==> config.mk <==
export PLATFORM = sky130hd
export DESIGN_NAME = masg_front_flat
export DESIGN_NICKNAME = d
export VERILOG_FILES = /design/src/hdl/masg_pkg.sv /design/src/hdl/masg_if.sv /design/src/hdl/masg_front.sv /design/src/flat_wrapper.sv
export SDC_FILE = /design/constraint.sdc
export NUM_CORES = 1
export LEC_CHECK = 0
export BUFFER_PORTS_ARGS = -buffer_cell sky130_fd_sc_hd__buf_2
export CAP_MARGIN = 10
export CELL_PAD_IN_SITES_DETAIL_PLACEMENT = 1
export CELL_PAD_IN_SITES_GLOBAL_PLACEMENT = 2
export CORE_ASPECT_RATIO = 0.75
export CORE_MARGIN = 5
export CORE_UTILIZATION = 10
export DETAILED_ROUTE_END_ITERATION = 8
export GPL_TIMING_DRIVEN = 0
export PLACE_DENSITY_LB_ADDON = 0.1
export SLEW_MARGIN = 20
export SYNTH_ARGS = -nofsm -noshare
export SYNTH_HDL_FRONTEND = slang
export SYNTH_SLANG_ARGS = --single-unit
==> constraint.sdc <==
create_clock -name vclk -period 3.4
set_input_delay 1.02 -clock vclk [all_inputs]
set_output_delay 1.02 -clock vclk [all_outputs]
set_load 0.01 [all_outputs]
==> src/hdl/masg_pkg.sv <==
`timescale 1ns / 1ps
// shared types, constants and the restoring division step for the share generator
// no dependencies

package masg_pkg;

	localparam int XW = 62;             // secret, residue and mask width
	localparam int KW = 64;             // key word port width
	localparam int PW = XW + 1;         // effective modulus width (zero modulus means 2^62)
	localparam int SW = XW + 1;         // width of x + t
	localparam int WORD_BITS_DEF = 64;
	localparam int CFG_IDX_W = 2;
	localparam int CFG_DATA_W = XW;

	localparam logic [CFG_IDX_W-1:0] REG_MODULUS   = CFG_IDX_W'(0);
	localparam logic [CFG_IDX_W-1:0] REG_KEY_BYTES = CFG_IDX_W'(1);

	localparam logic [XW-1:0] MODULUS_RST   = XW'(64'd2305843009213693951);
	localparam logic [3:0]    KEY_BYTES_RST = 4'd8;
	localparam logic [3:0]    KEY_BYTES_MAX = 4'd8;

	typedef struct packed {
		logic [XW-1:0] secret_value;
		logic [KW-1:0] key_word;
		logic [7:0]    flip_byte;
	} in_t;

	typedef struct packed {
		logic          share_bit;
		logic [XW-1:0] share_residue;
		logic [XW-1:0] mask_value;
		logic          flip_bit;
	} out_t;

	// one item as it waits between front and back
	typedef struct packed {
		logic [XW-1:0] x;
		logic [KW-1:0] word;
		logic          b;
	} entry_t;

	// shift in one dividend bit, subtract the divisor if it fits; returns {quotient bit, remainder}
	function automatic logic [XW:0] div_step(input logic [XW-1:0] rem, input logic din,
			input logic [PW-1:0] p);
		logic [PW-1:0] tmp;
		logic [PW-1:0] diff;
		tmp = {rem, din};
		diff = tmp - p;
		if (tmp >= p)
			return {1'b1, diff[XW-1:0]};
		else
			return {1'b0, tmp[XW-1:0]};
	endfunction

endpackage

==> src/hdl/masg_if.sv <==
`timescale 1ns / 1ps
// valid/ready channels for input items and result items
// depends on masg_pkg

interface masg_in_if import masg_pkg::*; ();
	logic valid;
	logic ready;
	in_t  data;
	modport source (output valid, output data, input ready);
	modport sink (input valid, input data, output ready);
endinterface


==> src/hdl/masg_front.sv <==
`timescale 1ns / 1ps
// front end: takes input transfers, cuts the key word to the used bytes
// depends on masg_pkg and masg_if

module masg_front import masg_pkg::*; #(
	parameter int WORD_BITS = WORD_BITS_DEF
) (
	masg_in_if.sink      in_ch,
	input  logic [3:0]   key_bytes,
	input  logic         full,
	output logic         push,
	output entry_t       entry
);

	logic [3:0]    nb;
	logic [KW-1:0] kmask;

	assign nb = (key_bytes > KEY_BYTES_MAX) ? KEY_BYTES_MAX : key_bytes;

	always_comb begin
		for (int j = 0; j < KW / 8; j++) begin
			kmask[j*8 +: 8] = (4'(j) < nb) ? 8'hff : 8'h00;
		end
		for (int j = WORD_BITS; j < KW; j++) begin
			kmask[j] = 1'b0;
		end
	end

	assign in_ch.ready = !full;
	assign push = in_ch.valid && !full;
	assign entry.x = in_ch.data.secret_value;
	assign entry.word = in_ch.data.key_word & kmask;
	assign entry.b = in_ch.data.flip_byte[0];

endmodule

==> src/flat_wrapper.sv <==
// flat-port wrapper written by rule: the top's interface ports become plain ports
module masg_front_flat import masg_pkg::*;
#(
	parameter int WORD_BITS = WORD_BITS_DEF
)
  (key_bytes, full, push, entry, in_ch_valid, in_ch_data, in_ch_ready);
  masg_in_if in_ch_i ();
  input  logic [3:0] key_bytes;
  input  logic full;
  output logic push;
  output entry_t entry;
  input wire logic [$bits(in_ch_i.valid)-1:0] in_ch_valid;
  input wire logic [$bits(in_ch_i.data)-1:0] in_ch_data;
  output wire logic [$bits(in_ch_i.ready)-1:0] in_ch_ready;
  assign in_ch_i.valid = in_ch_valid;
  assign in_ch_i.data = in_ch_data;
  assign in_ch_ready = in_ch_i.ready;
  masg_front #(.WORD_BITS(WORD_BITS)) u_core (.in_ch(in_ch_i), .key_bytes(key_bytes), .full(full), .push(push), .entry(entry));
endmodule
; After elaboration in Yosys (flattened, before gate mapping)
; Index checks and enable logic that the tools add are counted.
; W data, S select, Z words.
[totals]
reg_bits = 0
latch_bits = 0
ram_bits = 0
rom_bits = 0
in_bits = 140
out_inout_bits = 129
wordCells = 21
n_memories = 0
[classes]
add_sub_neg = 0
multipliers = 0
div = 0
order_cmp = 9
n_eq_ne = 0
shifts = 0
n_mux = 9
bitwise_logic = 1
n_reduce_logical = 2
[op_table]
columns = operator, count
row1 = $and A64 B64 Y64, 1
row2 = $mux W8, 8
row3 = $lt A3 B4 Y1 const A, 4
row4 = $lt A1 B4 Y1 const A, 2
row5 = $lt A2 B4 Y1 const A, 2
row6 = $gt A4 B4 Y1 const B, 1
row7 = $mux W4, 1
row8 = $logic_and A1 B1 Y1, 1
row9 = $logic_not A1 Y1, 1

; Depth between registers and ports, before layout
[logic_depth]
ltp_word = 5
depth_mapped = 3
depth_no_buf = 2

; Worst setup path after synthesis
; Ideal clock, no wire load.
[synth_timing]
kind = input port to output port
from = input key_bytes[0]
to = output entry[17] (netlist bit)
arrival_time_ns = 1.733
t_required_ns = 2.380
path_slack_ns = 0.647
cell_stages = 2
path_buffers = 0
cell_sequence = a211oi_1 -> and2b_1
[synth_rtl]
columns = item, line_no
row1 = "start, declared", flat_wrapper.sv:8  ; input logic [3:0] key_bytes;
row2 = "end, declared", flat_wrapper.sv:11  ; output entry_t entry;

==> flow_summary.ini <==
[synthesis]
seq_area_frac_synth_pct = 0
synth_warnings = 0
synth_cell_types = 14
netlist_area_sq_um = 975.9
syn_nets = 278
synthCells = 138
syn_avg_cell_area_sq_um = 7.072

[final_layout]
n_clock_buffer = 0
utilization_pct = 22.36
regArea_sq_um = 0
seq_cells = 0
layout-drive-gt1-share_pct = 78.64
final_cells = 469
area_growth_pct = 119.5
nets = 479
stdcell_area_sq_mm = 0.002142
antenna_cells = 0
nFillCells = 1249

[placed_design]
gp_congestion = 0.7148
placed_cell_area_sq_mm = 0.002137
dp_cells = 469
hpwlAfterDp_microns = 6150
io_buffer_count = 199

[power]
p_switching_uw = 125.8
leakagePower_uw = 0.001367
p_per_area_mw_per_mm2 = 132.9
pwr-share-comb_pct = 100.0
clockPowerShare_pct = 0
p_seq_share_pct = 0
swShare_pct = 44.19
p_int_uw = 158.9
ir_drop_v = 0.00004000

[worst_setup_path]
cp.buffers_inverters = 2
critical_path.top_delay_family = simple AND/OR/NAND/NOR gates
slowest_delay_ns = 0.75
arrival_ns = 2.32
critical_path_class = input pin to output pin
startpoint = key_bytes[1]
crit_top_cell = buf_2
slowest_stage = nor3_1
critPathLaunchType = input pin
worstSetupEndpointType = output pin
path_max_fanout = 8
worstPathRequired_ns = 2.38
path_cells = buf_2, nor3_1, and2b_1, buf_2

[timing]
max_freq_mhz = 299.8
post-route-period-util_pct = 98.11
grt_setup_unrepaired = true
final_hold_viol_count = 0
maxSlewHeadroom_pct = 39.80
tightestPinTransition_ns = 0.8961
finalHoldWorstSlack_ns = 2.225
drv_slew = 0
final-setup-viol-count = 0
period_needed_ns = 3.336

[route]
vias_per_cell = 3.254
final_antenna_net_count = 0
drt_pass1_iterations = 3
wl_per_cell_microns = 13.79
vias = 1526
drt_wl_total_microns = 6467
drt-initial-drc-count = 5
drc = 0

[global_route]
grt_pass1_wl_microns = 8480
antenna_found_initial = 0
grt_overflow = 0
grt_pass1_vias = 1659
grt_util_all_layers_pct = 8.924
grt_max_degree = 11

[min_path]
hold_path.startpoint = in_ch_data[98]
hold_path_class = input pin to output pin

[job]
maxCapViolCount = 0

[floorplanning]
ioPinCount = 269
start_util_pct = 10.19
dieArea_sq_mm = 0.01186
num_rows = 31
coreArea_sq_mm = 0.009580
die_x_microns = 124.1
die_h_microns = 95.56

[status]
status = complete, no violations

[clock_network]
cts_hold_buf = 0
==> routing by layer <==
metal	GRT usage, %	routed length, microns	share of wire (%)	vias up
li1	-	-	-	763
met5	0	0	0	-
met2	18.84	3588	55	112
met1	8.919	2056	32	647
met3	2.254	755	12	4
met4	0.9116	68	1.1	0
==> power groups by stage <==
stage          Clock (uW)  Combinational, uW  Sequential, uW
4_1_cts                 0                292               0
5_1_grt                 0                311               0
6_report                0                285               0
3_3_place_gp            0                291               0
2_1_floorplan           0                150               0
3_5_place_dp            0                291               0
==> logic make-up (layout without fill, tap and decap cells) <==
group / after synthesis / count (layout) / synth area share (%)
AOI/OAI and AO/OA: 3 / 3 / 1.923
buffers and inverters: 66 / 265 / 49.61
and+or+nand+nor: 69 / 69 / 48.46
==> layout make-up <==
class | count | area [sq um] | share of cell area [%]
timing repair buffer | 199 | 996.0 | 46.50
tap | 132 | 165.2 | 7.710
buffer | 65 | 480.5 | 22.43
inverter | 1 | 3.754 | 0.1752
multi-input combinational | 72 | 496.7 | 23.19
==> timing repair <==
| action | CTS | global route |
|---|---|---|
| endpoints found under the setup margin | 0 | 19 |
| setup buffers | 0 | 0 |
| resized for setup | 0 | 1 |
==> cells in the mapped netlist, drive strengths merged <==
library cell  instances  area (sq um)
buf                  63         473.0
and2b                22         165.2
nor2b                19         118.9
and2                 16         100.1
and3                  8         50.05
clkbuf                2         7.510
a211oi                1         7.510
a21oi                 1         5.000
a31oi                 1         6.260
inv                   1         3.750
nor3                  1         5.000
nor4                  1         21.27
or2                   1         6.260
or3                   1         6.260
==> metrics by stage <==
stage | total power, uW | TNS (ns) | setup WS [ns]
final | 284.7 | 0 | 0.06432
after global routing | 311.4 | -0.3236 | -0.04090
after CTS | 291.9 | 0 | 0.04660
after detailed placement | 290.7 | 0 | 0.06987
after global placement | 291.2 | 0 | 0.03110
after floorplan | 149.9 | 0 | 0.6466
==> path summary, 6_finish.rpt <==
path / to / slack (ns) / cells after the start
worst max-delay path: entry[16] / 0.06 / 4
worst min-delay path: entry[91] / 2.22 / 2
==> cells in the final DEF, fill, tap and decap left out <==
| master | synthesis | layout |
|---|---|---|
| buf_2 | 0 | 199 |
| buf_4 | 63 | 63 |
| and2b_1 | 22 | 22 |
| nor2b_1 | 19 | 19 |
| and2_1 | 16 | 16 |
| and3_1 | 8 | 8 |
| clkbuf_1 | 2 | 2 |
| a211oi_2 | 0 | 1 |
| nor3_1 | 1 | 1 |
| nor4_4 | 1 | 1 |
| or2_2 | 1 | 1 |
| or3_1 | 1 | 1 |
| a21oi_1 | 1 | 1 |
| a31oi_1 | 1 | 1 |
| inv_1 | 1 | 1 |
No activity file was read; power rests on OpenSTA's default activity.
