$ cat src/hdl/masg_pkg.sv
`timescale 1ns / 1ps
// shared types, constants and the restoring division step for the share generator
// no dependencies

package masg_pkg;

	localparam int XW = 62;             // secret, residue and mask width
	localparam int KW = 64;             // key word port width
	localparam int PW = XW + 1;         // effective modulus width (zero modulus means 2^62)
	localparam int SW = XW + 1;         // width of x + t
	localparam int WORD_BITS_DEF = 64;
	localparam int CFG_IDX_W = 2;
	localparam int CFG_DATA_W = XW;

	localparam logic [CFG_IDX_W-1:0] REG_MODULUS   = CFG_IDX_W'(0);
	localparam logic [CFG_IDX_W-1:0] REG_KEY_BYTES = CFG_IDX_W'(1);

	localparam logic [XW-1:0] MODULUS_RST   = XW'(64'd2305843009213693951);
	localparam logic [3:0]    KEY_BYTES_RST = 4'd8;
	localparam logic [3:0]    KEY_BYTES_MAX = 4'd8;

	typedef struct packed {
		logic [XW-1:0] secret_value;
		logic [KW-1:0] key_word;
		logic [7:0]    flip_byte;
	} in_t;

	typedef struct packed {
		logic          share_bit;
		logic [XW-1:0] share_residue;
		logic [XW-1:0] mask_value;
		logic          flip_bit;
	} out_t;

	// one item as it waits between front and back
	typedef struct packed {
		logic [XW-1:0] x;
		logic [KW-1:0] word;
		logic          b;
	} entry_t;

	// shift in one dividend bit, subtract the divisor if it fits; returns {quotient bit, remainder}
	function automatic logic [XW:0] div_step(input logic [XW-1:0] rem, input logic din,
			input logic [PW-1:0] p);
		logic [PW-1:0] tmp;
		logic [PW-1:0] diff;
		tmp = {rem, din};
		diff = tmp - p;
		if (tmp >= p)
			return {1'b1, diff[XW-1:0]};
		else
			return {1'b0, tmp[XW-1:0]};
	endfunction

endpackage

$ cat src/hdl/masg_queue.sv
`timescale 1ns / 1ps
// two-entry queue between front and back
// depends on masg_pkg

module masg_queue import masg_pkg::*; (
	input  logic   clk,
	input  logic   arst_n,
	input  logic   push,
	input  entry_t din,
	input  logic   pop,
	output logic   full,
	output logic   not_empty,
	output entry_t dout
);

	entry_t     mem_q [2];
	logic       wr_q;
	logic       rd_q;
	logic [1:0] cnt_q;
	logic       do_pop;

	assign full = (cnt_q == 2'd2);
	assign not_empty = (cnt_q != 2'd0);
	assign do_pop = pop && not_empty;
	assign dout = mem_q[rd_q];

	always_ff @(posedge clk or negedge arst_n) begin
		if (!arst_n) begin
			wr_q <= 1'b0;
			rd_q <= 1'b0;
			cnt_q <= 2'd0;
		end else begin
			if (push) wr_q <= !wr_q;
			if (do_pop) rd_q <= !rd_q;
			cnt_q <= cnt_q + 2'(push) - 2'(do_pop);
		end
	end

	always_ff @(posedge clk) begin
		if (push) mem_q[wr_q] <= din;
	end

	a_no_overflow: assert property (@(posedge clk) disable iff (!arst_n) full |-> !push)
		else $error("queue push while full");
	a_count_range: assert property (@(posedge clk) disable iff (!arst_n) cnt_q != 2'd3)
		else $error("queue count out of range");

endmodule

$ cat config.mk
export PLATFORM = sky130hd
export DESIGN_NAME = masg_queue
export DESIGN_NICKNAME = d
export VERILOG_FILES = /design/src/hdl/masg_pkg.sv /design/src/hdl/masg_queue.sv
export SDC_FILE = /design/constraint.sdc
export NUM_CORES = 1
export LEC_CHECK = 0
export BUFFER_PORTS_ARGS = -buffer_cell sky130_fd_sc_hd__buf_2
export CORE_MARGIN = 2
export CORE_UTILIZATION = 40
export CTS_CLUSTER_DIAMETER = 120
export DETAILED_ROUTE_END_ITERATION = 16
export PLACE_DENSITY = 0.7
export REMOVE_ABC_BUFFERS = 1
export SETUP_SLACK_MARGIN = 0.15
export SYNTH_ARGS = -nofsm -noshare
export SYNTH_HDL_FRONTEND = slang
export SYNTH_SLANG_ARGS = --single-unit
$ cat constraint.sdc
create_clock -name clk -period 16.2 [get_ports clk]
set_input_delay 3.24 -clock clk [delete_from_list [all_inputs] [get_ports clk]]
set_output_delay 3.24 -clock clk [all_outputs]
set_load 0.02 [all_outputs]
Yosys cells after proc, flatten, opt, wreduce, memory -nomap -nowiden:

Memories as Yosys holds them, arrays and structs flattened.
Cells that the tools add are included.

* register bits after elaboration: 4
* bits in writable memories: 254
* input port bits: 131
* output and inout bits: 129
* word-level logic and storage cells: 13
* memories: 1

Memory list
* mem_q: words 2, bits a word 127, rd ports 1, clocked after memory_dff 0, write ports 1, RTL line masg_queue.sv:16 `entry_t mem_q [2];`

* add/sub/neg operators: 2
* eq/ne operators: 1
* multiplexer cells: 2
* reduce and logical (&&, ||, !) cells: 4

Operators with widths (number)
* adder 2 x 1 -> 2 bit: 1
* equality test 2 bit (second input constant): 1
* zero test 1 bit: 2
* two-way mux 1 bit: 2
* nonzero test 2 bit: 1
* subtractor 2 x 1 -> 2 bit: 1
* logical AND 1 bit: 1

Longest topological paths before layout:

* depth after elaboration: 3
* gate-level depth with buffers: 6

Worst setup path before layout:

Ideal clock, no wire load.

* path type: input to register
* start point: input push
* end point: memory mem_q[0][0] (netlist name), enable pin
* library setup time: 0.630 ns
* arrival time: 8.745 ns
* path slack: 6.825 ns
* stages on the path: 1
* path buffers: 0
* path through: nor2b_1

* longest elaborated chain between the ends: 2

RTL lines
* start: declaration: RTL line masg_queue.sv:8 `input logic push,`
* two-way mux 1 bit: RTL line masg_queue.sv:40 `if (push) mem_q[wr_q] <= din;`
* two-way mux 1 bit (not written as such): RTL line masg_queue.sv:40
* end: declaration: RTL line masg_queue.sv:16

Every way passes these cells.

==> key figures <==
Outcome
  • Status: complete, no violations

Logic synthesis
  • Flip-flop and latch count after synthesis: ~260
  • Yosys cell types: 13
  • Cell area after technology mapping: between 0.009 and 0.01 mm^2
  • Share of synthesized flip-flops with an asynchronous set or reset: ~1.6%
  • Number of standard cells after synthesis: 412
  • Dominant synthesized flop cell: edfxtp_1
  • Per-instance average area after synthesis: ~23 um^2
  • Dominant cells by area after synthesis: edfxtp_1 81%, mux2_2 15%, clkbuf_8 1.2%, dfrtp_1 1.1%, buf_6 0.72%
  • Sequential share of the synthesized area: 81.9%
  • Share of Yosys cell area claimed by the top area cell type: between 80 and 90%
  • Leading post-synthesis cells by instance count: 254 x edfxtp_1, 127 x mux2_2, 8 x clkbuf_8
  • EDFF count, synth: about 250
  • Most area-hungry cell type in the Yosys netlist: edfxtp_1
  • Number of synthesis warnings: 0
  • Most used standard cell by instance count after synthesis: edfxtp_1

Die
  • Effective utilization at floorplan: between 40% and 50%
  • Die Footprint: 0.0248 mm^2
  • X dimension of the die: about 160 um
  • Num ports: between 200 and 300
  • Die Span Y: roughly 160 um
  • Core outline area: around 0.023 mm^2
  • Std cell rows: 56

Critical path
  • Top fanout value on the critical path: 71
  • Worst reg2reg endpoint: mem_q[1][96]
  • Setup slack of the worst register-to-register path: ~14 ns
  • Capture point of the critical path: dout[118]
  • Startpoint-to-endpoint class of the critical path: reg -> out
  • Startpoint of the most critical setup path: rd_q
  • Critical register-to-register path startpoint: wr_q
  • Arrival time of data at the critical path endpoint: 2.94 ns
  • CP endpoint kind: primary output
  • WP data required: roughly 13 ns
  • Crit path launch type: register
  • Length in cells of the worst reg-to-reg path: 2

Hold path
  • Worst Hold Depth: 1
  • Type of the worst min-delay path: reg -> reg

Clocking
  • CTS Buf Count: 27
  • Clock transition at path regs: 0.06 ns
  • Maximum level of the CTS H-tree: 1
  • Number of gates resized after cts: 0
  • Clock network latency to the later pin of the worst-skew pair: around 0.51 ns
  • Clock tree root buffer cell: clkbuf_16
  • Max Root-Sink Buffers: 3
  • Hold_buf cts: 0
  • Number of clock sinks: between 200 and 300
  • TritonCTS clock tree: built
  • Setup bufs post-CTS: 0

Route
  • Routed wire length: between 15 and 20 mm
  • Number of DRC markers in iteration 0: roughly 170
  • Post-route DRC: 0
  • First-pass DRT Iterations: 4
  • Post-DR wirelength/cell: 16.8 um
  • Overall via count from detail_route: 4727
  • Ratio of routed vias to standard cells: around 4.6
  • Count of nets left with antenna violations after detail routing: 0

STA
  • Final critical-path share of the clock period: between 30% and 40%
  • Unrepaired setup endpoints after global routing: no
  • Slew headroom: ~31%
  • Minimum period implied by the final worst setup slack: just over 6 ns
  • Final number of hold-violating endpoints: 0
  • Slew at the pin closest to its max-slew limit: slightly above 1 ns
  • Final TNS setup: 0 ns
  • Endpoints failing setup: 0
  • Count of final max-slew check failures: 0
  • Achievable Freq: ~160 MHz
  • Post-Route Skew: 0.00987 ns

Cells and area
  • Non-Filler Instances: between 1000 and 1500
  • Utilization after layout: between 50% and 60%
  • Total Nets Final: around 820
  • Area grow syn2layout: 24.5%
  • Number of fill cells in the layout: about 2000
  • Fraction of layout instances using a drive strength above 1: between 60% and 70%

Place
  • Buffers added on ports: between 200 and 300
  • Detail Placement HPWL: 10.9 mm
  • Post-placement cell count: 980
  • Gp weighted congestion: approximately 0.69

Run
  • Max-cap violation count: 0

GRT
  • First-pass GRT wire length: approximately 25 mm
  • Maximum number of pins on one net before global-route repair: 73
  • Number of antenna violations at the first check in global routing: 3
  • Overall routing resource usage: approximately an eighth
  • Remaining global-route overflow: 0
  • Via count of the first global-routing pass: a little under 5000

Pwr
  • Maximum VDD drop: between 90 and 100 uV
  • Total leakage power: between 4 and 5 nW
  • Ratio of total power to cell area: between 150 and 200 mW/mm^2
  • Overall Power: approximately 2.1 mW
-- routing by layer --
metal	vias to the layer above	GRT usage, %	part of all wire [%]
li1	2203	-	-
met1	2324	15.1	39
met2	175	23.0	50
met3	25	5.01	9.3
met4	0	3.51	2.3
met5	-	0	0
-- worst min path at each step --
stage	from	endpoint	slack, ns
global placement	wr_q	wr_q	0.53
global route	wr_q	wr_q	0.60
CTS	wr_q	wr_q	0.55
finish	wr_q	wr_q	0.55
floorplan	wr_q	wr_q	0.46
detailed placement	wr_q	wr_q	0.54
-- area by class of cell --
type | instances | area (um^2) | area share [%]
flip-flops and latches | 258 | 7730 | 65.8
well taps | 319 | 399 | 3.40
diodes | 3 | 7.51 | 0.0639
clock buffers | 32 | 694 | 5.91
inverters | 2 | 7.51 | 0.0639
repair buffers | 263 | 1330 | 11.3
multi-input cells | 138 | 1530 | 13.1
clock inverters | 10 | 43.8 | 0.373
-- worst max-delay path, stage by stage, from the launching register on --
cell	delay, ns
dfrtp_4	1.04
buf_4	0.73
mux2_2	0.44
buf_2	0.16
-- registers in the layout, summed over array words and instances (netlist names) --
register	cells
cnt_q	2
mem_q	254
rd_q	1
wr_q	1
-- layout by cell type, fill, tap and decap left out, types with 3 or more instances in the layout --
cell type / Yosys / final
buf_2: 0 / 259
edfxtp_1: 254 / 254
mux2_2: 127 / 127
clkbuf_16: 0 / 27
clkinv_1: 0 / 5
clkbuf_1: 0 / 5
clkinv_2: 0 / 5
buf_4: 0 / 4
diode_2: 0 / 3
dfrtp_1: 4 / 3
-- logic make-up (layout without fill, tap and decap cells) --
logic type / after synthesis / in the layout / synth area share, %
simple gates: 4 / 4 / 0.265
fa+ha+maj: 2 / 2 / 0.265
mux: 127 / 127 / 15.2
compound gates: 1 / 1 / 0.0796
flops: 258 / 258 / 81.9
xor+xnor: 4 / 4 / 0.371
other cells: 0 / 3 / 0
buf+inv: 16 / 307 / 1.96
-- power breakdown --
part           internal (mW)  total, mW  switching, mW
Clock                  0.300      0.525          0.225
Combinational          0.258      0.637          0.379
Sequential             0.888      0.950         0.0623
Total                   1.45       2.11          0.666
-- metrics by stage --
stage               cell area, um^2  hold slack (ns)  worst slack, ns
floorplan                      9260            0.455             6.82
global placement              11000            0.527            10.44
detailed placement            11000            0.543            10.46
CTS                           11700            0.551             9.90
global route                  11700            0.601             9.80
finish                        11700            0.553            10.02
No activity file was read; power rests on OpenSTA's default activity.
